`config.mk`:
```
export PLATFORM = sky130hd
export DESIGN_NAME = modular_exponentiation_unit
export DESIGN_NICKNAME = d
export VERILOG_FILES = /design/src/rtl/core/modexp_pkg.sv /design/src/rtl/core/modexp_mulmod.sv /design/src/rtl/core/modular_exponentiation_unit.sv
export SDC_FILE = /design/constraint.sdc
export NUM_CORES = 1
export LEC_CHECK = 0
export ABC_AREA = 1
export BUFFER_PORTS_ARGS = -buffer_cell sky130_fd_sc_hd__buf_2
export CAP_MARGIN = 5
export CORE_ASPECT_RATIO = 2
export CORE_MARGIN = 5
export CORE_UTILIZATION = 60
export CTS_CLUSTER_SIZE = 40
export DETAILED_ROUTE_END_ITERATION = 12
export PLACE_DENSITY = 0.81
export SLEW_MARGIN = 20
export SYNTH_ARGS = -nofsm -noshare
export SYNTH_HDL_FRONTEND = slang
export SYNTH_SLANG_ARGS = --single-unit
```
`constraint.sdc`:
```
create_clock -name clk -period 6.6 [get_ports clk]
set_input_delay 0.33 -clock clk [delete_from_list [all_inputs] [get_ports clk]]
set_output_delay 0.33 -clock clk [all_outputs]
set_load 0.1 [all_outputs]
```
`src/rtl/core/modexp_pkg.sv`:
```
// Shared constants, types and control structs for the modular exponentiation unit.
`default_nettype none

package modexp_pkg;

	localparam int BASE_BITS     = 63;
	localparam int EXP_BITS      = 63;
	localparam int MOD_BITS      = 32;
	localparam int RESULT_BITS   = 32;
	// Width of a bit counter that indexes the longest serial operand.
	localparam int CNT_BITS      = $clog2(BASE_BITS);
	localparam int EXP_CNT_BITS  = $clog2(EXP_BITS);
	localparam int IN_DATA_BITS  = ((BASE_BITS + EXP_BITS + 7) / 8) * 8;
	localparam int OUT_DATA_BITS = ((RESULT_BITS + 7) / 8) * 8;
	localparam int APB_ADDR_BITS = 3;

	localparam logic [MOD_BITS-1:0] MODULUS_RESET = MOD_BITS'(32'd1000000007);

	// Register indexes on the configuration port.
	localparam logic REG_MODULUS = 1'b0;

	typedef enum logic [2:0] {
		ST_IDLE,
		ST_REDUCE,
		ST_SQUARE,
		ST_MULT,
		ST_OUT
	} state_t;

	// Request to the serial modular multiplier.
	typedef struct packed {
		logic                 start;
		logic [MOD_BITS-1:0]  x;
		logic [BASE_BITS-1:0] y;
		logic [CNT_BITS-1:0]  last_idx;
		logic [MOD_BITS:0]    m;
	} mul_req_t;

	// Status from the serial modular multiplier.
	typedef struct packed {
		logic                done;
		logic [MOD_BITS-1:0] result;
	} mul_stat_t;

endpackage

`default_nettype wire

```
`src/rtl/core/modexp_mulmod.sv`:
```
// Bit-serial interleaved modular multiplier: x * y mod m, one bit of y per cycle.
`default_nettype none

module modexp_mulmod
	import modexp_pkg::*;
(
	input  wire logic      clk,
	input  wire logic      arst_n,
	input  wire mul_req_t  req,
	output mul_stat_t      stat
);

	logic [MOD_BITS-1:0]  acc_q;
	logic [MOD_BITS-1:0]  x_q;
	logic [BASE_BITS-1:0] y_q;
	logic [CNT_BITS-1:0]  cnt_q;
	logic                 busy_q;
	logic                 done_q;

	logic [MOD_BITS+2:0] t;
	logic [MOD_BITS+2:0] m1;
	logic [MOD_BITS+2:0] m2;
	logic [MOD_BITS-1:0] acc_next;

	// acc < m and x <= m, so 2*acc + x < 3m and at most two subtractions of m are needed.
	always_comb begin
		t  = {2'b00, acc_q, 1'b0} + (y_q[BASE_BITS-1] ? {3'b000, x_q} : '0);
		m1 = {2'b00, req.m};
		m2 = {1'b0, req.m, 1'b0};
		if (t >= m2) begin
			acc_next = MOD_BITS'(t - m2);
		end else if (t >= m1) begin
			acc_next = MOD_BITS'(t - m1);
		end else begin
			acc_next = MOD_BITS'(t);
		end
	end

	always_ff @(posedge clk or negedge arst_n) begin
		if (!arst_n) begin
			busy_q <= 1'b0;
			done_q <= 1'b0;
			cnt_q  <= '0;
		end else begin
			done_q <= 1'b0;
			if (req.start) begin
				busy_q <= 1'b1;
				cnt_q  <= req.last_idx;
			end else if (busy_q) begin
				cnt_q <= cnt_q - 1'b1;
				if (cnt_q == '0) begin
					busy_q <= 1'b0;
					done_q <= 1'b1;
				end
			end
		end
	end

	always_ff @(posedge clk) begin
		if (req.start) begin
			acc_q <= '0;
			x_q   <= req.x;
			y_q   <= req.y;
		end else if (busy_q) begin
			acc_q <= acc_next;
			y_q   <= {y_q[BASE_BITS-2:0], 1'b0};
		end
	end

	assign stat.done   = done_q;
	assign stat.result = acc_q;

endmodule

`default_nettype wire

```
`src/rtl/core/modular_exponentiation_unit.sv`:
```
// Top level of the modular exponentiation unit: stream ports, modulus register and sequencer.
//
// The slave stream carries one word per job: base and exponent. The master stream returns
// one word, base to the exponent modulo the modulus register, which is written over APB at
// byte address 0 (0 means 2^32); the user must write it only while idle, which is not enforced.
//
// Jobs run one at a time. s_tready is high only while the sequencer is idle. The base is first
// reduced by the serial multiplier, then every exponent bit, most significant first, costs one
// serial squaring and, where the bit is set, one serial multiply by the reduced base. A zero
// exponent skips these steps and returns 1. The sequencer returns to idle as it loads the
// output register, so the next job can be accepted while m_tvalid is high.
//
// The result sits in an output register. If the receiver stalls, a finished job waits there,
// and a following job runs but holds its result until the register is free.
// Reset clears the sequencer and the output valid and sets the modulus to 1000000007.
`default_nettype none

module modular_exponentiation_unit
	import modexp_pkg::*;
(
	input  wire logic                     clk,
	input  wire logic                     arst_n,
	// s_tdata fields from bit 0 up: base[62:0], exponent[125:63], zero fill
	input  wire logic                     s_tvalid,
	output logic                          s_tready,
	input  wire logic [IN_DATA_BITS-1:0]  s_tdata,
	// m_tdata fields from bit 0 up: power_mod[31:0]
	output logic                          m_tvalid,
	input  wire logic                     m_tready,
	output logic [OUT_DATA_BITS-1:0]      m_tdata,
	input  wire logic                     psel,
	input  wire logic                     penable,
	input  wire logic                     pwrite,
	input  wire logic [APB_ADDR_BITS-1:0] paddr,
	input  wire logic [31:0]              pwdata,
	output logic [31:0]                   prdata,
	output logic                          pready
);

	logic [MOD_BITS-1:0]     modulus_q;
	state_t                  state_q, state_d;
	logic [EXP_BITS-1:0]     exp_q;
	logic [EXP_CNT_BITS-1:0] bit_q;
	logic [MOD_BITS-1:0]     r_q;
	logic [MOD_BITS-1:0]     bred_q;
	logic [RESULT_BITS-1:0]  out_q;
	logic                    out_valid_q;

	mul_req_t  req;
	mul_stat_t stat;

	logic                 accept;
	logic                 out_free;
	logic                 load_out;
	logic [MOD_BITS:0]    m_full;
	logic [MOD_BITS-1:0]  r_init;
	logic [BASE_BITS-1:0] in_base;
	logic [EXP_BITS-1:0]  in_exp;

	// Exponent bit step actions decided in the sequencer.
	logic                 set_r;
	logic                 set_bred;
	logic                 step_exp;
	logic                 load_exp;
	logic [MOD_BITS-1:0]  r_new;

	assign pready = 1'b1;

	always_ff @(posedge clk or negedge arst_n) begin
		if (!arst_n) begin
			modulus_q <= MODULUS_RESET;
		end else if (psel && penable && pwrite && (paddr[2] == REG_MODULUS)) begin
			modulus_q <= pwdata[MOD_BITS-1:0];
		end
	end

	assign prdata = (paddr[2] == REG_MODULUS) ? 32'(modulus_q) : '0;

	assign in_base  = s_tdata[BASE_BITS-1:0];
	assign in_exp   = s_tdata[BASE_BITS+EXP_BITS-1:BASE_BITS];
	assign s_tready = (state_q == ST_IDLE);
	assign accept   = s_tvalid && s_tready;
	assign out_free = !out_valid_q || m_tready;
	assign m_full   = {(modulus_q == '0), modulus_q};
	// 1 mod m is zero only for a modulus of one.
	assign r_init   = (modulus_q == MOD_BITS'(1)) ? '0 : MOD_BITS'(1);

	always_comb begin
		state_d      = state_q;
		req.start    = 1'b0;
		req.x        = stat.result;
		req.y        = {stat.result, (BASE_BITS-MOD_BITS)'(0)};
		req.last_idx = CNT_BITS'(MOD_BITS - 1);
		req.m        = m_full;
		set_r        = 1'b0;
		set_bred     = 1'b0;
		step_exp     = 1'b0;
		load_exp     = 1'b0;
		load_out     = 1'b0;
		r_new        = stat.result;
		case (state_q)
			ST_IDLE: begin
				if (accept) begin
					load_exp = 1'b1;
					if (in_exp == '0) begin
						set_r   = 1'b1;
						r_new   = MOD_BITS'(1);
						state_d = ST_OUT;
					end else begin
						req.start    = 1'b1;
						req.x        = MOD_BITS'(1);
						req.y        = in_base;
						req.last_idx = CNT_BITS'(BASE_BITS - 1);
						state_d      = ST_REDUCE;
					end
				end
			end
			ST_REDUCE: begin
				if (stat.done) begin
					set_bred  = 1'b1;
					set_r     = 1'b1;
					r_new     = r_init;
					req.start = 1'b1;
					req.x     = r_init;
					req.y     = {r_init, (BASE_BITS-MOD_BITS)'(0)};
					state_d   = ST_SQUARE;
				end
			end
			ST_SQUARE: begin
				if (stat.done) begin
					set_r = 1'b1;
					if (exp_q[EXP_BITS-1]) begin
						req.start = 1'b1;
						req.y     = {bred_q, (BASE_BITS-MOD_BITS)'(0)};
						state_d   = ST_MULT;
					end else begin
						step_exp = 1'b1;
						if (bit_q == '0) begin
							state_d = ST_OUT;
						end else begin
							req.start = 1'b1;
							state_d   = ST_SQUARE;
						end
					end
				end
			end
			ST_MULT: begin
				if (stat.done) begin
					set_r    = 1'b1;
					step_exp = 1'b1;
					if (bit_q == '0) begin
						state_d = ST_OUT;
					end else begin
						req.start = 1'b1;
						state_d   = ST_SQUARE;
					end
				end
			end
			ST_OUT: begin
				if (out_free) begin
					load_out = 1'b1;
					state_d  = ST_IDLE;
				end
			end
			default: begin
				state_d = ST_IDLE;
			end
		endcase
	end

	always_ff @(posedge clk or negedge arst_n) begin
		if (!arst_n) begin
			state_q     <= ST_IDLE;
			out_valid_q <= 1'b0;
		end else begin
			state_q <= state_d;
			if (load_out) begin
				out_valid_q <= 1'b1;
			end else if (m_tready) begin
				out_valid_q <= 1'b0;
			end
		end
	end

	always_ff @(posedge clk) begin
		if (load_exp) begin
			exp_q <= in_exp;
			bit_q <= EXP_CNT_BITS'(EXP_BITS - 1);
		end else if (step_exp) begin
			exp_q <= {exp_q[EXP_BITS-2:0], 1'b0};
			bit_q <= bit_q - 1'b1;
		end
		if (set_r) begin
			r_q <= r_new;
		end
		if (set_bred) begin
			bred_q <= stat.result;
		end
		if (load_out) begin
			out_q <= RESULT_BITS'(r_q);
		end
	end

	modexp_mulmod u_mulmod (
		.clk    (clk),
		.arst_n (arst_n),
		.req    (req),
		.stat   (stat)
	);

	assign m_tvalid = out_valid_q;
	assign m_tdata  = OUT_DATA_BITS'(out_q);

endmodule

`default_nettype wire
```
==> results of run 1 <==
==> cell families (layout without fill, tap and decap cells) <==
| family | count (synthesis) | after routing | share of synthesized area |
|---|---|---|---|
| AO/OA/AOI/OAI | 458 | 458 | 0.116 |
| XOR/XNOR | 59 | 59 | 0.0232 |
| adder cells (fa/ha/maj) | 104 | 104 | 0.0595 |
| buffers and inverters | 442 | 679 | 0.0789 |
| flip-flops | 336 | 336 | 0.427 |
| other | 1 | 1 | 0.000168 |
| AND/OR/NAND/NOR | 1565 | 1565 | 0.295 |
==> metrics by stage <==
stage               hold slack (ns)  total power (W)  cell area, sq um  utilization
finish                       0.0143           0.0140             25000        0.685
global route                 0.0174           0.0149             25000        0.685
CTS                         0.00328           0.0138             25000        0.685
detailed placement            0.405           0.0119             23700        0.648
global placement              0.401           0.0117             23700        0.648
floorplan                    0.0344          0.00943             22300            -
==> worst min-delay path: cells and delay by family <==
kind            cells  cell delay, ns
simple gates        1            0.09
buf+inv             1            0.10
compound gates      1            0.05
==> cell usage in the layout, fill, tap and decap left out, types with 4 or more instances in the layout <==
| master | Yosys | final |
|---|---|---|
| sky130_fd_sc_hd__dfstp_2 | 16 | 16 |
| sky130_fd_sc_hd__o21ai_1 | 16 | 16 |
| sky130_fd_sc_hd__o21bai_1 | 15 | 15 |
| sky130_fd_sc_hd__nand3_1 | 170 | 170 |
| sky130_fd_sc_hd__bufinv_16 | 0 | 4 |
| sky130_fd_sc_hd__nand4_1 | 32 | 32 |
| sky130_fd_sc_hd__nor2_1 | 242 | 240 |
| sky130_fd_sc_hd__nor2_2 | 6 | 8 |
| sky130_fd_sc_hd__clkinv_2 | 0 | 5 |
| sky130_fd_sc_hd__xor2_1 | 36 | 36 |
| sky130_fd_sc_hd__nand3_2 | 6 | 6 |
| sky130_fd_sc_hd__nor4_1 | 17 | 17 |
| sky130_fd_sc_hd__ha_1 | 101 | 101 |
| sky130_fd_sc_hd__dlygate4sd3_1 | 0 | 30 |
| sky130_fd_sc_hd__clkinv_1 | 0 | 4 |
| sky130_fd_sc_hd__o211ai_1 | 14 | 14 |
| sky130_fd_sc_hd__o21a_1 | 5 | 5 |
| sky130_fd_sc_hd__clkbuf_8 | 0 | 5 |
| sky130_fd_sc_hd__nand2_1 | 961 | 958 |
| sky130_fd_sc_hd__dfxtp_1 | 38 | 38 |
| sky130_fd_sc_hd__buf_2 | 28 | 230 |
| sky130_fd_sc_hd__a21boi_0 | 5 | 5 |
| sky130_fd_sc_hd__clkbuf_16 | 0 | 30 |
| sky130_fd_sc_hd__nand3b_1 | 14 | 14 |
| sky130_fd_sc_hd__inv_2 | 20 | 21 |
| sky130_fd_sc_hd__clkinv_4 | 0 | 4 |
| sky130_fd_sc_hd__nand2_2 | 15 | 18 |
| sky130_fd_sc_hd__a22o_1 | 30 | 30 |
| sky130_fd_sc_hd__dfrtp_1 | 28 | 27 |
| sky130_fd_sc_hd__xnor2_1 | 23 | 23 |
| sky130_fd_sc_hd__buf_4 | 2 | 24 |
| sky130_fd_sc_hd__edfxtp_1 | 254 | 254 |
| sky130_fd_sc_hd__nor3_1 | 84 | 84 |
| sky130_fd_sc_hd__nand2_4 | 4 | 4 |
| sky130_fd_sc_hd__o21ai_0 | 76 | 76 |
| sky130_fd_sc_hd__a211oi_1 | 8 | 8 |
| sky130_fd_sc_hd__a21oi_2 | 7 | 7 |
| sky130_fd_sc_hd__inv_1 | 318 | 315 |
| sky130_fd_sc_hd__a21oi_1 | 271 | 271 |
==> layout make-up <==
type	instances	area, sq um
Clock inverter	18	219
Inverter	339	1280
Timing Repair Buffer	284	1630
Tap cell	454	568
Clock buffer	38	831
Multi-Input combinational cell	2187	11000
Fill cell	3025	11500
Sequential cell	336	9510
==> flip-flops by register name, summed over array words and instances (netlist names) <==
| name | flops |
|---|---|
| state_q | 3 |
| u_mulmod.done_q | 1 |
| u_mulmod.y_q | 63 |
| r_q | 32 |
| m_tdata | 32 |
| u_mulmod.busy_q | 1 |
| bit_q | 6 |
| u_mulmod.x_q | 32 |
| bred_q | 32 |
| u_mulmod.cnt_q | 6 |
| u_mulmod.acc_q | 32 |
| exp_q | 63 |
| modulus_q | 32 |
| m_tvalid | 1 |
==> synth_stat cells, types with 7 or more instances <==
library cell / count / share of area
sky130_fd_sc_hd__buf_2: 28 / 0.0063
sky130_fd_sc_hd__a21oi_2: 7 / 0.0028
sky130_fd_sc_hd__inv_1: 318 / 0.054
sky130_fd_sc_hd__ha_1: 101 / 0.057
sky130_fd_sc_hd__nor2_1: 242 / 0.041
sky130_fd_sc_hd__inv_2: 20 / 0.0034
sky130_fd_sc_hd__a211oi_1: 8 / 0.0027
sky130_fd_sc_hd__nand3_1: 170 / 0.038
sky130_fd_sc_hd__nor4_1: 17 / 0.0048
sky130_fd_sc_hd__nand4_1: 32 / 0.0090
sky130_fd_sc_hd__nand2_1: 961 / 0.16
sky130_fd_sc_hd__dfxtp_1: 38 / 0.034
sky130_fd_sc_hd__nor3_1: 84 / 0.019
sky130_fd_sc_hd__o21ai_1: 16 / 0.0036
sky130_fd_sc_hd__a22o_1: 30 / 0.012
sky130_fd_sc_hd__o21ai_0: 76 / 0.017
sky130_fd_sc_hd__dfrtp_1: 28 / 0.031
sky130_fd_sc_hd__o211ai_1: 14 / 0.0047
sky130_fd_sc_hd__nand3b_1: 14 / 0.0047
sky130_fd_sc_hd__xnor2_1: 23 / 0.0090
sky130_fd_sc_hd__clkbuf_1: 57 / 0.0096
sky130_fd_sc_hd__buf_6: 7 / 0.0035
sky130_fd_sc_hd__dfstp_2: 16 / 0.019
sky130_fd_sc_hd__edfxtp_1: 254 / 0.34
sky130_fd_sc_hd__buf_1: 9 / 0.0015
sky130_fd_sc_hd__nand2_2: 15 / 0.0042
sky130_fd_sc_hd__a21oi_1: 271 / 0.061
sky130_fd_sc_hd__xor2_1: 36 / 0.014
sky130_fd_sc_hd__o21bai_1: 15 / 0.0051
==> path summary, 6_finish.rpt <==
kind	start	end	slack, ns	cells past startpoint
min	pwdata[6]	modulus_q[6]	0.01	3
max in group asynchronous	arst_n	u_mulmod.busy_q	5.82	2
min reg2reg	r_q[14]	m_tdata[14]	0.42	0
max	u_mulmod.y_q[62]	u_mulmod.acc_q[1]	0.94	28
max reg2reg	u_mulmod.y_q[62]	u_mulmod.acc_q[1]	0.94	28
min in group asynchronous	arst_n	modulus_q[6]	0.29	2
==> routing by layer <==
metal,routed length (um),up-vias,track usage
li1,-,10200,-
met1,24600,9948,0.360
met2,37800,1081,0.635
met3,4500,341,0.0406
met4,6940,0,0.275
met5,0,-,0
==> power by group through the flow <==
| stage | sequential [W] | combinational [W] | clock, W |
|---|---|---|---|
| 6_report | 0.00343 | 0.00867 | 0.00189 |
| 5_1_grt | 0.00347 | 0.00949 | 0.00198 |
| 4_1_cts | 0.00342 | 0.00852 | 0.00190 |
| 3_5_place_dp | 0.00345 | 0.00843 | 0 |
| 3_3_place_gp | 0.00342 | 0.00828 | 0 |
| 2_1_floorplan | 0.00328 | 0.00616 | 0 |
==> reports/metrics.json, run 1 <==
{
  "htree_num_levels": {"value": 1},
  "instances_no_fill": {"value": 3656},
  "floorplan.die.width": {"value": 146, "unit": "um"},
  "post_cts_resize_count": {"value": 0},
  "vias_per_cell": {"value": 5.91},
  "dr.pass1.iters": {"value": 9},
  "io_pins": {"value": 237},
  "route.detailed.drc": {"value": 0},
  "antenna-diode-count": {"value": 0},
  "drt.antenna.violating_nets": {"value": 0},
  "top_fanout_value_on_the_critical_path": {"value": 25},
  "setup_repair_after_global_routing_missed_its_margin": {"value": "no"},
  "path_buf_inv": {"value": 3},
  "slowest_delay": {"value": 0.75, "unit": "ns"},
  "place.port_buffers": {"value": 231},
  "area_growth": {"value": 12.5, "unit": "%"},
  "drive_above_1_share": {"value": 0.124},
  "first_global_vias": {"value": 21800},
  "synth.yosys.seq_area_share": {"value": 0.427},
  "post-cts-setup-buffer-count": {"value": 0},
  "cts_buffer_depth": {"value": 3},
  "initial_utilization": {"value": 0.609},
  "avgRoutedWirePerCell": {"value": 20.2, "unit": "um"},
  "post-place-cells": {"value": 3570},
  "clock_latency_late_sink": {"value": 0.59, "unit": "ns"},
  "crit_family": {"value": "simple AND/OR/NAND/NOR gates"},
  "detailedRoute.firstIterationViolations": {"value": 1792},
  "count_of_final_hold_check_violations": {"value": 0},
  "synth-edff-count": {"value": 254},
  "p_int": {"value": 0.00679, "unit": "W"},
  "totalWireLength": {"value": 73900, "unit": "um"},
  "finalSetupTns": {"value": 0, "unit": "ns"},
  "switchingPower": {"value": 0.00720, "unit": "W"},
  "antenna_found_initial": {"value": 0},
  "synth.yosys.warnings": {"value": 0},
  "yosysUniqueCellTypes": {"value": 55},
  "cts.sinks": {"value": 336},
  "startpoint_type": {"value": "flop"},
  "via_count": {"value": 21600},
  "grt_max_degree": {"value": 94},
  "grt_remaining_overflow": {"value": 0},
  "setup.worst_path.class": {"value": "flop to flop"},
  "gp_congestion": {"value": 0.996},
  "fmaxAchievable": {"value": 177, "unit": "MHz"},
  "post-route-period-util": {"value": 0.858},
  "netlist_area": {"value": 22300, "unit": "sq um"},
  "cellLeakagePower": {"value": 12.4, "unit": "nW"},
  "placeableCoreArea": {"value": 36500, "unit": "sq um"},
  "power.share.combinational": {"value": 0.620},
  "timing.final.crit_period": {"value": 5.66, "unit": "ns"},
  "place_worst_setup_slack": {"value": 1.08, "unit": "ns"},
  "syn_area_per_cell": {"value": 7.51, "unit": "sq um"},
  "run_status": {"value": "finished clean"},
  "timing.final.max_slew_violations": {"value": 0},
  "switching_share": {"value": 0.514},
  "power.sequential.fraction": {"value": 0.245},
  "grt_pass1_wl": {"value": 114000, "unit": "um"},
  "async_flop_share": {"value": 0.131},
  "timing.max_cap.violations": {"value": 0},
  "worst_path_most_repeated_cell": {"value": "sky130_fd_sc_hd__nand2_1"},
  "cts_inserted_buffers": {"value": 30},
  "synth_fp_nets": {"value": 3239},
  "arrival": {"value": 6.18, "unit": "ns"},
  "clock_skew": {"value": 0.0145, "unit": "ns"},
  "slowest_stage": {"value": "sky130_fd_sc_hd__edfxtp_1"},
  "power.clock.fraction": {"value": 0.135},
  "hpwl_reported_at_the_end_of_detailed_placement": {"value": 56800, "unit": "um"},
  "cellPowerDensity": {"value": 559, "unit": "nW/um^2"},
  "global_route.usage.total": {"value": 0.348},
  "ys_seq_elements": {"value": 336},
  "cts.reportedPaths.clkPinSlew": {"value": 0.07, "unit": "ns"},
  "synth_cells": {"value": 2965},
  "clock_tree_from_tritoncts": {"value": "yes"},
  "floorplan.rows": {"value": 99},
  "critical_path_required_time": {"value": 7.12, "unit": "ns"},
  "max-vdd-ir-drop": {"value": 0.490, "unit": "mV"},
  "synthFlopType": {"value": "sky130_fd_sc_hd__edfxtp_1"},
  "clk_root_buffer_cell": {"value": "sky130_fd_sc_hd__clkbuf_16"},
  "final-setup-viol-count": {"value": 0},
  "die-height": {"value": 282, "unit": "um"},
  "setup_ws": {"value": 0.936, "unit": "ns"},
  "final_nets": {"value": 3452},
  "slew_headroom": {"value": 0.219},
  "tightestPinTransition": {"value": 1.16, "unit": "ns"},
  "cp-end-kind": {"value": "flop"},
  "holdCritPathClass": {"value": "primary input to flop"},
  "design.die.area": {"value": 41300, "unit": "sq um"},
  "cts_hold_buffers": {"value": 30}
}
Note: power is estimated with default switching activity, not from simulation.
==> inputs of run 2 (changes only) <==
--- a/config.mk
+++ b/config.mk
@@ -10,10 +10,10 @@
 export CAP_MARGIN = 5
 export CORE_ASPECT_RATIO = 2
 export CORE_MARGIN = 5
-export CORE_UTILIZATION = 60
+export CORE_UTILIZATION = 50
 export CTS_CLUSTER_SIZE = 40
 export DETAILED_ROUTE_END_ITERATION = 12
-export PLACE_DENSITY = 0.81
+export PLACE_DENSITY = 0.7
 export SLEW_MARGIN = 20
 export SYNTH_ARGS = -nofsm -noshare
 export SYNTH_HDL_FRONTEND = slang
==> run 2 against run 1 <==
Against the previous run:
- clock-buffer cell count unchanged
- setup slack improved by 0.24 ns
- sequential share of layout area about the same
- core utilization fell by 12 points
- combinational power shrank 2.9%
- first-iteration DRC count decreased by 25%
- cell count increased by 2.3%
- non-clock buffer count shrank 23
- maximum frequency grew 4.5%
- highest routed layer unchanged
- critical path depth shrank 2
==> reports/metrics.json, run 2 (synthesized netlist as in run 1, its figures left out) <==
{
  "place.port_buffers": {"value": 231, "change": "unchanged"},
  "floorplan.die.width": {"value": 159, "unit": "um", "change": "was 146 um"},
  "clk_root_buffer_cell": {"value": "sky130_fd_sc_hd__clkbuf_16", "change": "unchanged"},
  "area_growth": {"value": 12.5, "unit": "%", "change": "about the same"},
  "via_count": {"value": 20900, "change": "was 21600"},
  "cts_buffer_depth": {"value": 3, "change": "unchanged"},
  "startpoint_type": {"value": "flop", "change": "unchanged"},
  "cellLeakagePower": {"value": 12.3, "unit": "nW", "change": "was 12.4 nW"},
  "clock_skew": {"value": 0.0316, "unit": "ns", "change": "was 0.0145 ns"},
  "tightestPinTransition": {"value": 1.03, "unit": "ns", "change": "was 1.16 ns"},
  "finalSetupTns": {"value": 0, "unit": "ns", "change": "unchanged"},
  "holdCritPathClass": {"value": "primary input to flop", "change": "unchanged"},
  "run_status": {"value": "finished clean", "change": "unchanged"},
  "htree_num_levels": {"value": 2, "change": "was 1"},
  "io_pins": {"value": 237, "change": "unchanged"},
  "cts_inserted_buffers": {"value": 34, "change": "was 30"},
  "cts.reportedPaths.clkPinSlew": {"value": 0.07, "unit": "ns", "change": "about the same"},
  "arrival": {"value": 5.85, "unit": "ns", "change": "was 6.18 ns"},
  "timing.max_cap.violations": {"value": 0, "change": "unchanged"},
  "hold_ws": {"value": 0.0299, "unit": "ns", "change": "was 0.0143 ns"},
  "worst-r2r-setup-slack": {"value": 1.18, "unit": "ns", "change": "was 0.94 ns"},
  "setup.worst_path.class": {"value": "flop to flop", "change": "unchanged"},
  "largestRegisters": {"value": "exp_q (63), u_mulmod.y_q (63)", "change": "unchanged"},
  "gp_congestion": {"value": 0.967, "change": "was 0.996"},
  "end_of_the_worst_register_to_register_path": {"value": "u_mulmod.acc_q[25]", "change": "was u_mulmod.acc_q[1]"},
  "grt_pass1_wl": {"value": 115000, "unit": "um", "change": "was 114000 um"},
  "count_of_final_hold_check_violations": {"value": 0, "change": "unchanged"},
  "hold_end": {"value": "modulus_q[22]", "change": "was modulus_q[6]"},
  "timing.hold.worst_path_depth": {"value": 3, "change": "unchanged"},
  "final_common_cell": {"value": "sky130_fd_sc_hd__nand2_1", "change": "unchanged"},
  "vias_per_cell": {"value": 5.59, "change": "was 5.91"},
  "place_worst_setup_slack": {"value": 1.20, "unit": "ns", "change": "was 1.08 ns"},
  "drive_above_1_share": {"value": 0.126, "change": "was 0.124"},
  "grt_max_degree": {"value": 69, "change": "was 94"},
  "place_area": {"value": 23800, "unit": "sq um", "change": "was 23700 sq um"},
  "top_fanout_value_on_the_critical_path": {"value": 32, "change": "was 25"},
  "cp-end-kind": {"value": "flop", "change": "unchanged"},
  "mostFrequentLayoutCells": {"value": "958 x sky130_fd_sc_hd__nand2_1, 315 x sky130_fd_sc_hd__inv_1, 271 x sky130_fd_sc_hd__a21oi_1", "change": "unchanged"},
  "fmaxAchievable": {"value": 185, "unit": "MHz", "change": "was 177 MHz"},
  "worst-r2r-cell-count": {"value": 26, "change": "was 28"},
  "post-cts-setup-buffer-count": {"value": 0, "change": "unchanged"},
  "hold_start": {"value": "pwdata[22]", "change": "was pwdata[6]"},
  "cts.sinks": {"value": 336, "change": "unchanged"},
  "nFillCells": {"value": 4253, "change": "was 3025"},
  "fin_area": {"value": 25000, "unit": "sq um", "change": "about the same"},
  "final_core_utilization": {"value": 0.567, "change": "was 0.685"},
  "post-route-period-util": {"value": 0.821, "change": "was 0.858"},
  "first_global_vias": {"value": 21500, "change": "was 21800"},
  "clock_tree_from_tritoncts": {"value": "yes", "change": "unchanged"},
  "critical_path_required_time": {"value": 7.03, "unit": "ns", "change": "was 7.12 ns"},
  "totalWireLength": {"value": 74500, "unit": "um", "change": "was 73900 um"},
  "slew_headroom": {"value": 0.312, "change": "was 0.219"},
  "floorplan.rows": {"value": 109, "change": "was 99"},
  "final-setup-viol-count": {"value": 0, "change": "unchanged"},
  "final_nets": {"value": 3433, "change": "was 3452"},
  "grt_remaining_overflow": {"value": 0, "change": "unchanged"},
  "critical_path.reg2reg.startpoint": {"value": "u_mulmod.y_q[62]", "change": "unchanged"},
  "dr.pass1.iters": {"value": 7, "change": "was 9"},
  "detailedRoute.firstIterationViolations": {"value": 1351, "change": "was 1792"},
  "max-vdd-ir-drop": {"value": 0.307, "unit": "mV", "change": "was 0.490 mV"},
  "timing.final.max_slew_violations": {"value": 0, "change": "unchanged"},
  "global_route.usage.total": {"value": 0.293, "change": "was 0.348"},
  "route.detailed.drc": {"value": 0, "change": "unchanged"},
  "antenna-diode-count": {"value": 0, "change": "unchanged"},
  "setup_repair_after_global_routing_missed_its_margin": {"value": "no", "change": "unchanged"},
  "placeableCoreArea": {"value": 44200, "unit": "sq um", "change": "was 36500 sq um"},
  "timing.final.crit_period": {"value": 5.42, "unit": "ns", "change": "was 5.66 ns"},
  "drt.antenna.violating_nets": {"value": 0, "change": "unchanged"},
  "hpwl_reported_at_the_end_of_detailed_placement": {"value": 58000, "unit": "um", "change": "was 56800 um"},
  "antenna_found_initial": {"value": 0, "change": "unchanged"},
  "setup_ws": {"value": 1.18, "unit": "ns", "change": "was 0.936 ns"},
  "initial_utilization": {"value": 0.504, "change": "was 0.609"},
  "design.die.area": {"value": 49100, "unit": "sq um", "change": "was 41300 sq um"},
  "clock_latency_late_sink": {"value": 0.55, "unit": "ns", "change": "was 0.59 ns"},
  "die-height": {"value": 308, "unit": "um", "change": "was 282 um"},
  "cellPowerDensity": {"value": 554, "unit": "nW/um^2", "change": "was 559 nW/um^2"},
  "avgRoutedWirePerCell": {"value": 19.9, "unit": "um", "change": "was 20.2 um"}
}
## run 2: changes by cell type in the layout (fill, tap and decap cells not counted), moves of 2 or more
cell / previous run / this run
sky130_fd_sc_hd__dlygate4sd3_1: 30 / 7
sky130_fd_sc_hd__clkbuf_16: 30 / 34
sky130_fd_sc_hd__clkbuf_8: 5 / 1
sky130_fd_sc_hd__clkinv_4: 4 / 0
sky130_fd_sc_hd__clkinv_1: 4 / 7
sky130_fd_sc_hd__inv_6: 1 / 4
sky130_fd_sc_hd__inv_2: 21 / 23
## run 2: layer usage
layer / vias to the layer above / GRT usage / wire length (um)
met5: - / 0 / 0
met2: 738 / 0.561 / 39600
li1: 10200 / - / -
met4: 0 / 0.188 / 5300
met1: 9768 / 0.298 / 26200
met3: 193 / 0.0333 / 3420
## run 2: critical path, cell delays in order, from the launching register on
cell and delay, ns:
sky130_fd_sc_hd__edfxtp_1 0.76, sky130_fd_sc_hd__nand2_1 0.21, sky130_fd_sc_hd__inv_1 0.06, sky130_fd_sc_hd__ha_1 0.21, sky130_fd_sc_hd__fa_1 0.41, sky130_fd_sc_hd__nand2_1 0.08
sky130_fd_sc_hd__nand2_1 0.10, sky130_fd_sc_hd__nand3b_1 0.13, sky130_fd_sc_hd__nand2_1 0.10, sky130_fd_sc_hd__nand2_1 0.09, sky130_fd_sc_hd__nand2_1 0.16, sky130_fd_sc_hd__a21oi_1 0.21
sky130_fd_sc_hd__nand2_1 0.07, sky130_fd_sc_hd__nand2_1 0.10, sky130_fd_sc_hd__inv_1 0.09, sky130_fd_sc_hd__ha_1 0.36, sky130_fd_sc_hd__nand2_1 0.14, sky130_fd_sc_hd__nor2_2 0.18
sky130_fd_sc_hd__nand2_1 0.09, sky130_fd_sc_hd__nor2_1 0.22, sky130_fd_sc_hd__nand4_1 0.20, sky130_fd_sc_hd__nand2_2 0.17, sky130_fd_sc_hd__nor2_8 0.06, sky130_fd_sc_hd__nand2_4 0.35
sky130_fd_sc_hd__nand3_1 0.45, sky130_fd_sc_hd__nand3_1 0.18, sky130_fd_sc_hd__a21oi_1 0.07
## run 2: cell type report
cell class,instances,area [sq um],share of cell area
Clock buffer,38,876,0.0350
Clock inverter,24,267,0.0106
Inverter,339,1270,0.0509
Multi-Input combinational cell,2187,11000,0.440
Sequential cell,336,9510,0.380
Tap cell,555,694,0.0277
Timing Repair Buffer,261,1400,0.0559
## run 2: worst max-delay path by stage
stage / start / slack (ns) / end
floorplan: state_q[1] / 1.95 / u_mulmod.y_q[0]
global placement: u_mulmod.y_q[62] / 1.31 / u_mulmod.acc_q[25]
detailed placement: u_mulmod.y_q[62] / 1.20 / u_mulmod.acc_q[25]
CTS: u_mulmod.y_q[62] / 1.18 / u_mulmod.acc_q[25]
global route: u_mulmod.y_q[62] / 0.82 / u_mulmod.acc_q[25]
finish: u_mulmod.y_q[62] / 1.18 / u_mulmod.acc_q[25]
## run 2: timing repair
item / in CTS / in global routing
endpoints found under the hold margin: 34 / 0
hold buffers: 7 / 0
gates resized for setup: 0 / 0
## run 2: stage by stage
step	power, W	instances
6_report	0.0139	3740
5_1_grt	0.0149	3740
4_1_cts	0.0138	3740
3_5_place_dp	0.0117	3671
3_3_place_gp	0.0115	3671
2_1_floorplan	0.00943	2965
## run 2: where the power goes
group          total, W  internal [W]  switching [W]
combinational   0.00842       0.00264        0.00577
sequential      0.00341       0.00305       0.000357
clock           0.00204       0.00117       0.000874
==> inputs of run 3 (changes only) <==
--- a/config.mk
+++ b/config.mk
@@ -13,7 +13,7 @@
 export CORE_UTILIZATION = 50
 export CTS_CLUSTER_SIZE = 40
 export DETAILED_ROUTE_END_ITERATION = 12
-export PLACE_DENSITY = 0.7
+export PLACE_DENSITY = 0.72
 export SLEW_MARGIN = 20
 export SYNTH_ARGS = -nofsm -noshare
 export SYNTH_HDL_FRONTEND = slang
==> constraint.sdc (replaced) <==
create_clock -name clk -period 4.7 [get_ports clk]
set_input_delay 0.235 -clock clk [delete_from_list [all_inputs] [get_ports clk]]
set_output_delay 0.235 -clock clk [all_outputs]
set_load 0.1 [all_outputs]
==> run 3 against run 2 <==
Against the previous run:
- final area up 9.8%
- non-clock buffer count up 255
- routed wire length up 5.6%
- highest routed layer unchanged
==> reports/metrics.json, run 3 (synthesized netlist as in run 1, its figures left out) <==
{
  "p_int": {"value": 0.0108, "unit": "W", "change": "was 0.00686 W"},
  "critical_path_required_time": {"value": 5.18, "unit": "ns", "change": "was 7.03 ns"},
  "final_common_cell": {"value": "sky130_fd_sc_hd__nand2_1", "change": "unchanged"},
  "floorplan.die.width": {"value": 159, "unit": "um", "change": "unchanged"},
  "die-height": {"value": 308, "unit": "um", "change": "unchanged"},
  "placeableCoreArea": {"value": 44200, "unit": "sq um", "change": "unchanged"},
  "design.die.area": {"value": 49100, "unit": "sq um", "change": "unchanged"},
  "via_count": {"value": 22300, "change": "was 20900"},
  "cts.sinks": {"value": 336, "change": "unchanged"},
  "cts_buffer_depth": {"value": 3, "change": "unchanged"},
  "timing.final.crit_period": {"value": 4.42, "unit": "ns", "change": "was 5.42 ns"},
  "antenna_found_initial": {"value": 1, "change": "was 0"},
  "grt_remaining_overflow": {"value": 0, "change": "unchanged"},
  "detailedRoute.firstIterationViolations": {"value": 1602, "change": "was 1351"},
  "count_of_final_hold_check_violations": {"value": 0, "change": "unchanged"},
  "mostFrequentLayoutCells": {"value": "953 x sky130_fd_sc_hd__nand2_1, 315 x sky130_fd_sc_hd__inv_1, 268 x sky130_fd_sc_hd__a21oi_1", "change": "was 958 x sky130_fd_sc_hd__nand2_1, 315 x sky130_fd_sc_hd__inv_1, 271 x sky130_fd_sc_hd__a21oi_1"},
  "timing.hold.worst_path_depth": {"value": 5, "change": "was 3"},
  "arrival": {"value": 4.90, "unit": "ns", "change": "was 5.85 ns"},
  "switching_share": {"value": 0.485, "change": "was 0.505"},
  "hold_ws": {"value": 0.0245, "unit": "ns", "change": "was 0.0299 ns"},
  "power.share.combinational": {"value": 0.638, "change": "was 0.607"},
  "drt.antenna.violating_nets": {"value": 0, "change": "unchanged"},
  "drive_above_1_share": {"value": 0.162, "change": "was 0.126"},
  "cts_inserted_buffers": {"value": 31, "change": "was 34"},
  "fmaxAchievable": {"value": 226, "unit": "MHz", "change": "was 185 MHz"},
  "worst-r2r-setup-slack": {"value": 0.28, "unit": "ns", "change": "was 1.18 ns"},
  "cts.reportedPaths.clkPinSlew": {"value": 0.07, "unit": "ns", "change": "about the same"},
  "slew_headroom": {"value": 0.274, "change": "was 0.312"},
  "avgRoutedWirePerCell": {"value": 19.7, "unit": "um", "change": "was 19.9 um"},
  "clk_root_buffer_cell": {"value": "sky130_fd_sc_hd__clkbuf_16", "change": "unchanged"},
  "cellPowerDensity": {"value": 762, "unit": "nW/um^2", "change": "was 554 nW/um^2"},
  "holdCritPathClass": {"value": "primary input to flop", "change": "unchanged"},
  "timing.final.max_slew_violations": {"value": 0, "change": "unchanged"},
  "final-setup-viol-count": {"value": 0, "change": "unchanged"},
  "nFillCells": {"value": 3898, "change": "was 4253"},
  "largestRegisters": {"value": "exp_q (63), u_mulmod.y_q (63)", "change": "unchanged"},
  "post-route-period-util": {"value": 0.940, "change": "was 0.821"},
  "area_growth": {"value": 23.4, "unit": "%", "change": "was 12.5%"},
  "io_pins": {"value": 237, "change": "unchanged"},
  "grt_pass1_wl": {"value": 121000, "unit": "um", "change": "was 115000 um"},
  "route.detailed.drc": {"value": 0, "change": "unchanged"},
  "power.sequential.fraction": {"value": 0.224, "change": "was 0.246"},
  "grt_max_degree": {"value": 68, "change": "was 69"},
  "clock_tree_from_tritoncts": {"value": "yes", "change": "unchanged"},
  "clock_latency_late_sink": {"value": 0.62, "unit": "ns", "change": "was 0.55 ns"},
  "floorplan.rows": {"value": 109, "change": "unchanged"},
  "dr.pass1.iters": {"value": 6, "change": "was 7"},
  "fin_area": {"value": 27500, "unit": "sq um", "change": "was 25000 sq um"},
  "startpoint_type": {"value": "flop", "change": "unchanged"},
  "vias_per_cell": {"value": 5.58, "change": "was 5.59"},
  "htree_num_levels": {"value": 1, "change": "was 2"},
  "timing.max_cap.violations": {"value": 0, "change": "unchanged"},
  "top_fanout_value_on_the_critical_path": {"value": 16, "change": "was 32"},
  "cellLeakagePower": {"value": 13.5, "unit": "nW", "change": "was 12.3 nW"},
  "global_route.usage.total": {"value": 0.307, "change": "was 0.293"},
  "first_global_vias": {"value": 22600, "change": "was 21500"},
  "setup_repair_after_global_routing_missed_its_margin": {"value": "yes", "change": "was no"},
  "hpwl_reported_at_the_end_of_detailed_placement": {"value": 59700, "unit": "um", "change": "was 58000 um"},
  "setup.worst_path.class": {"value": "flop to flop", "change": "unchanged"},
  "worst-r2r-cell-count": {"value": 25, "change": "was 26"},
  "totalWireLength": {"value": 78700, "unit": "um", "change": "was 74500 um"},
  "place.port_buffers": {"value": 231, "change": "unchanged"},
  "cp-end-kind": {"value": "flop", "change": "unchanged"},
  "run_status": {"value": "finished clean", "change": "unchanged"},
  "place_area": {"value": 24800, "unit": "sq um", "change": "was 23800 sq um"},
  "gp_congestion": {"value": 0.974, "change": "was 0.967"},
  "max-vdd-ir-drop": {"value": 0.417, "unit": "mV", "change": "was 0.307 mV"},
  "tightestPinTransition": {"value": 1.09, "unit": "ns", "change": "was 1.03 ns"},
  "initial_utilization": {"value": 0.504, "change": "unchanged"},
  "switchingPower": {"value": 0.0102, "unit": "W", "change": "was 0.00701 W"},
  "power.clock.fraction": {"value": 0.137, "change": "was 0.147"},
  "clock_skew": {"value": 0.0284, "unit": "ns", "change": "was 0.0316 ns"},
  "final_nets": {"value": 3685, "change": "was 3433"}
}
[run 3: layer usage]
layer / vias up / global-route usage / wire length (um)
met3: 255 / 0.0286 / 3570
met5: - / 0 / 0
li1: 10700 / - / -
met1: 10500 / 0.313 / 27000
met4: 0 / 0.219 / 6930
met2: 839 / 0.579 / 41100
[run 3: worst max-delay path: stages (launching register included)]
cell,delay (ns)
sky130_fd_sc_hd__edfxtp_1,0.37
sky130_fd_sc_hd__buf_4,0.18
sky130_fd_sc_hd__buf_4,0.16
sky130_fd_sc_hd__nand2_1,0.06
sky130_fd_sc_hd__inv_1,0.04
sky130_fd_sc_hd__ha_1,0.33
sky130_fd_sc_hd__nand2_1,0.16
sky130_fd_sc_hd__nor2_1,0.21
sky130_fd_sc_hd__nand3_1,0.12
sky130_fd_sc_hd__nand3_2,0.16
sky130_fd_sc_hd__nand3_1,0.17
sky130_fd_sc_hd__nand2_1,0.14
sky130_fd_sc_hd__nand4_1,0.08
sky130_fd_sc_hd__o211ai_1,0.16
sky130_fd_sc_hd__xor2_2,0.29
sky130_fd_sc_hd__ha_1,0.30
sky130_fd_sc_hd__nand2_1,0.11
sky130_fd_sc_hd__nor3_1,0.07
sky130_fd_sc_hd__buf_4,0.14
sky130_fd_sc_hd__nand4_1,0.13
sky130_fd_sc_hd__nand2_2,0.11
sky130_fd_sc_hd__nor2_8,0.17
sky130_fd_sc_hd__nand2_8,0.14
sky130_fd_sc_hd__clkbuf_16,0.22
sky130_fd_sc_hd__o211ai_1,0.17
sky130_fd_sc_hd__a21oi_1,0.10
[run 3: worst paths after layout]
kind	startpoint	to
min in group asynchronous	arst_n	modulus_q[7]
max in group asynchronous	arst_n	m_tvalid
worst max-delay path	u_mulmod.y_q[62]	u_mulmod.acc_q[2]
worst min-delay path	s_tdata[52]	u_mulmod.y_q[52]
worst max register to register	u_mulmod.y_q[62]	u_mulmod.acc_q[2]
worst min register to register	r_q[10]	m_tdata[10]
[run 3: what timing repair did]
item	in CTS	in global routing
hold buffers	130	0
hold endpoints to repair	157	0
gates resized for setup	0	34
buffers inserted	0	0
setup endpoints to repair	0	32
[run 3: layout make-up]
| cell class | count | area [sq um] | area share |
|---|---|---|---|
| multi-input combinational | 2187 | 11200 | 0.406 |
| antenna | 2 | 5.00 | 0.000182 |
| clock buffer | 32 | 779 | 0.0284 |
| timing repair buffer | 516 | 3700 | 0.135 |
| sequential | 336 | 9510 | 0.346 |
| tap | 555 | 694 | 0.0253 |
| clock inverter | 26 | 357 | 0.0130 |
| inverter | 339 | 1270 | 0.0464 |
[run 3: power by group through the flow]
stage | combinational [W] | clock [W] | sequential, W
final | 0.0134 | 0.00287 | 0.00470
after global routing | 0.0147 | 0.00301 | 0.00477
after CTS | 0.0130 | 0.00289 | 0.00469
after detailed placement | 0.0128 | 0 | 0.00474
after global placement | 0.0126 | 0 | 0.00471
after floorplan | 0.00864 | 0 | 0.00460
[run 3: stage by stage]
stage               std cells  power, W   util  setup slack [ns]  setup TNS (ns)
global placement         3801    0.0173  0.562             0.163               0
floorplan                2965    0.0132      -            0.0521               0
finish                   3993    0.0209  0.622             0.282               0
CTS                      3989    0.0206  0.618            0.0738               0
detailed placement       3801    0.0175  0.562             0.116               0
global route             3992    0.0224  0.622           -0.0211         -0.0333
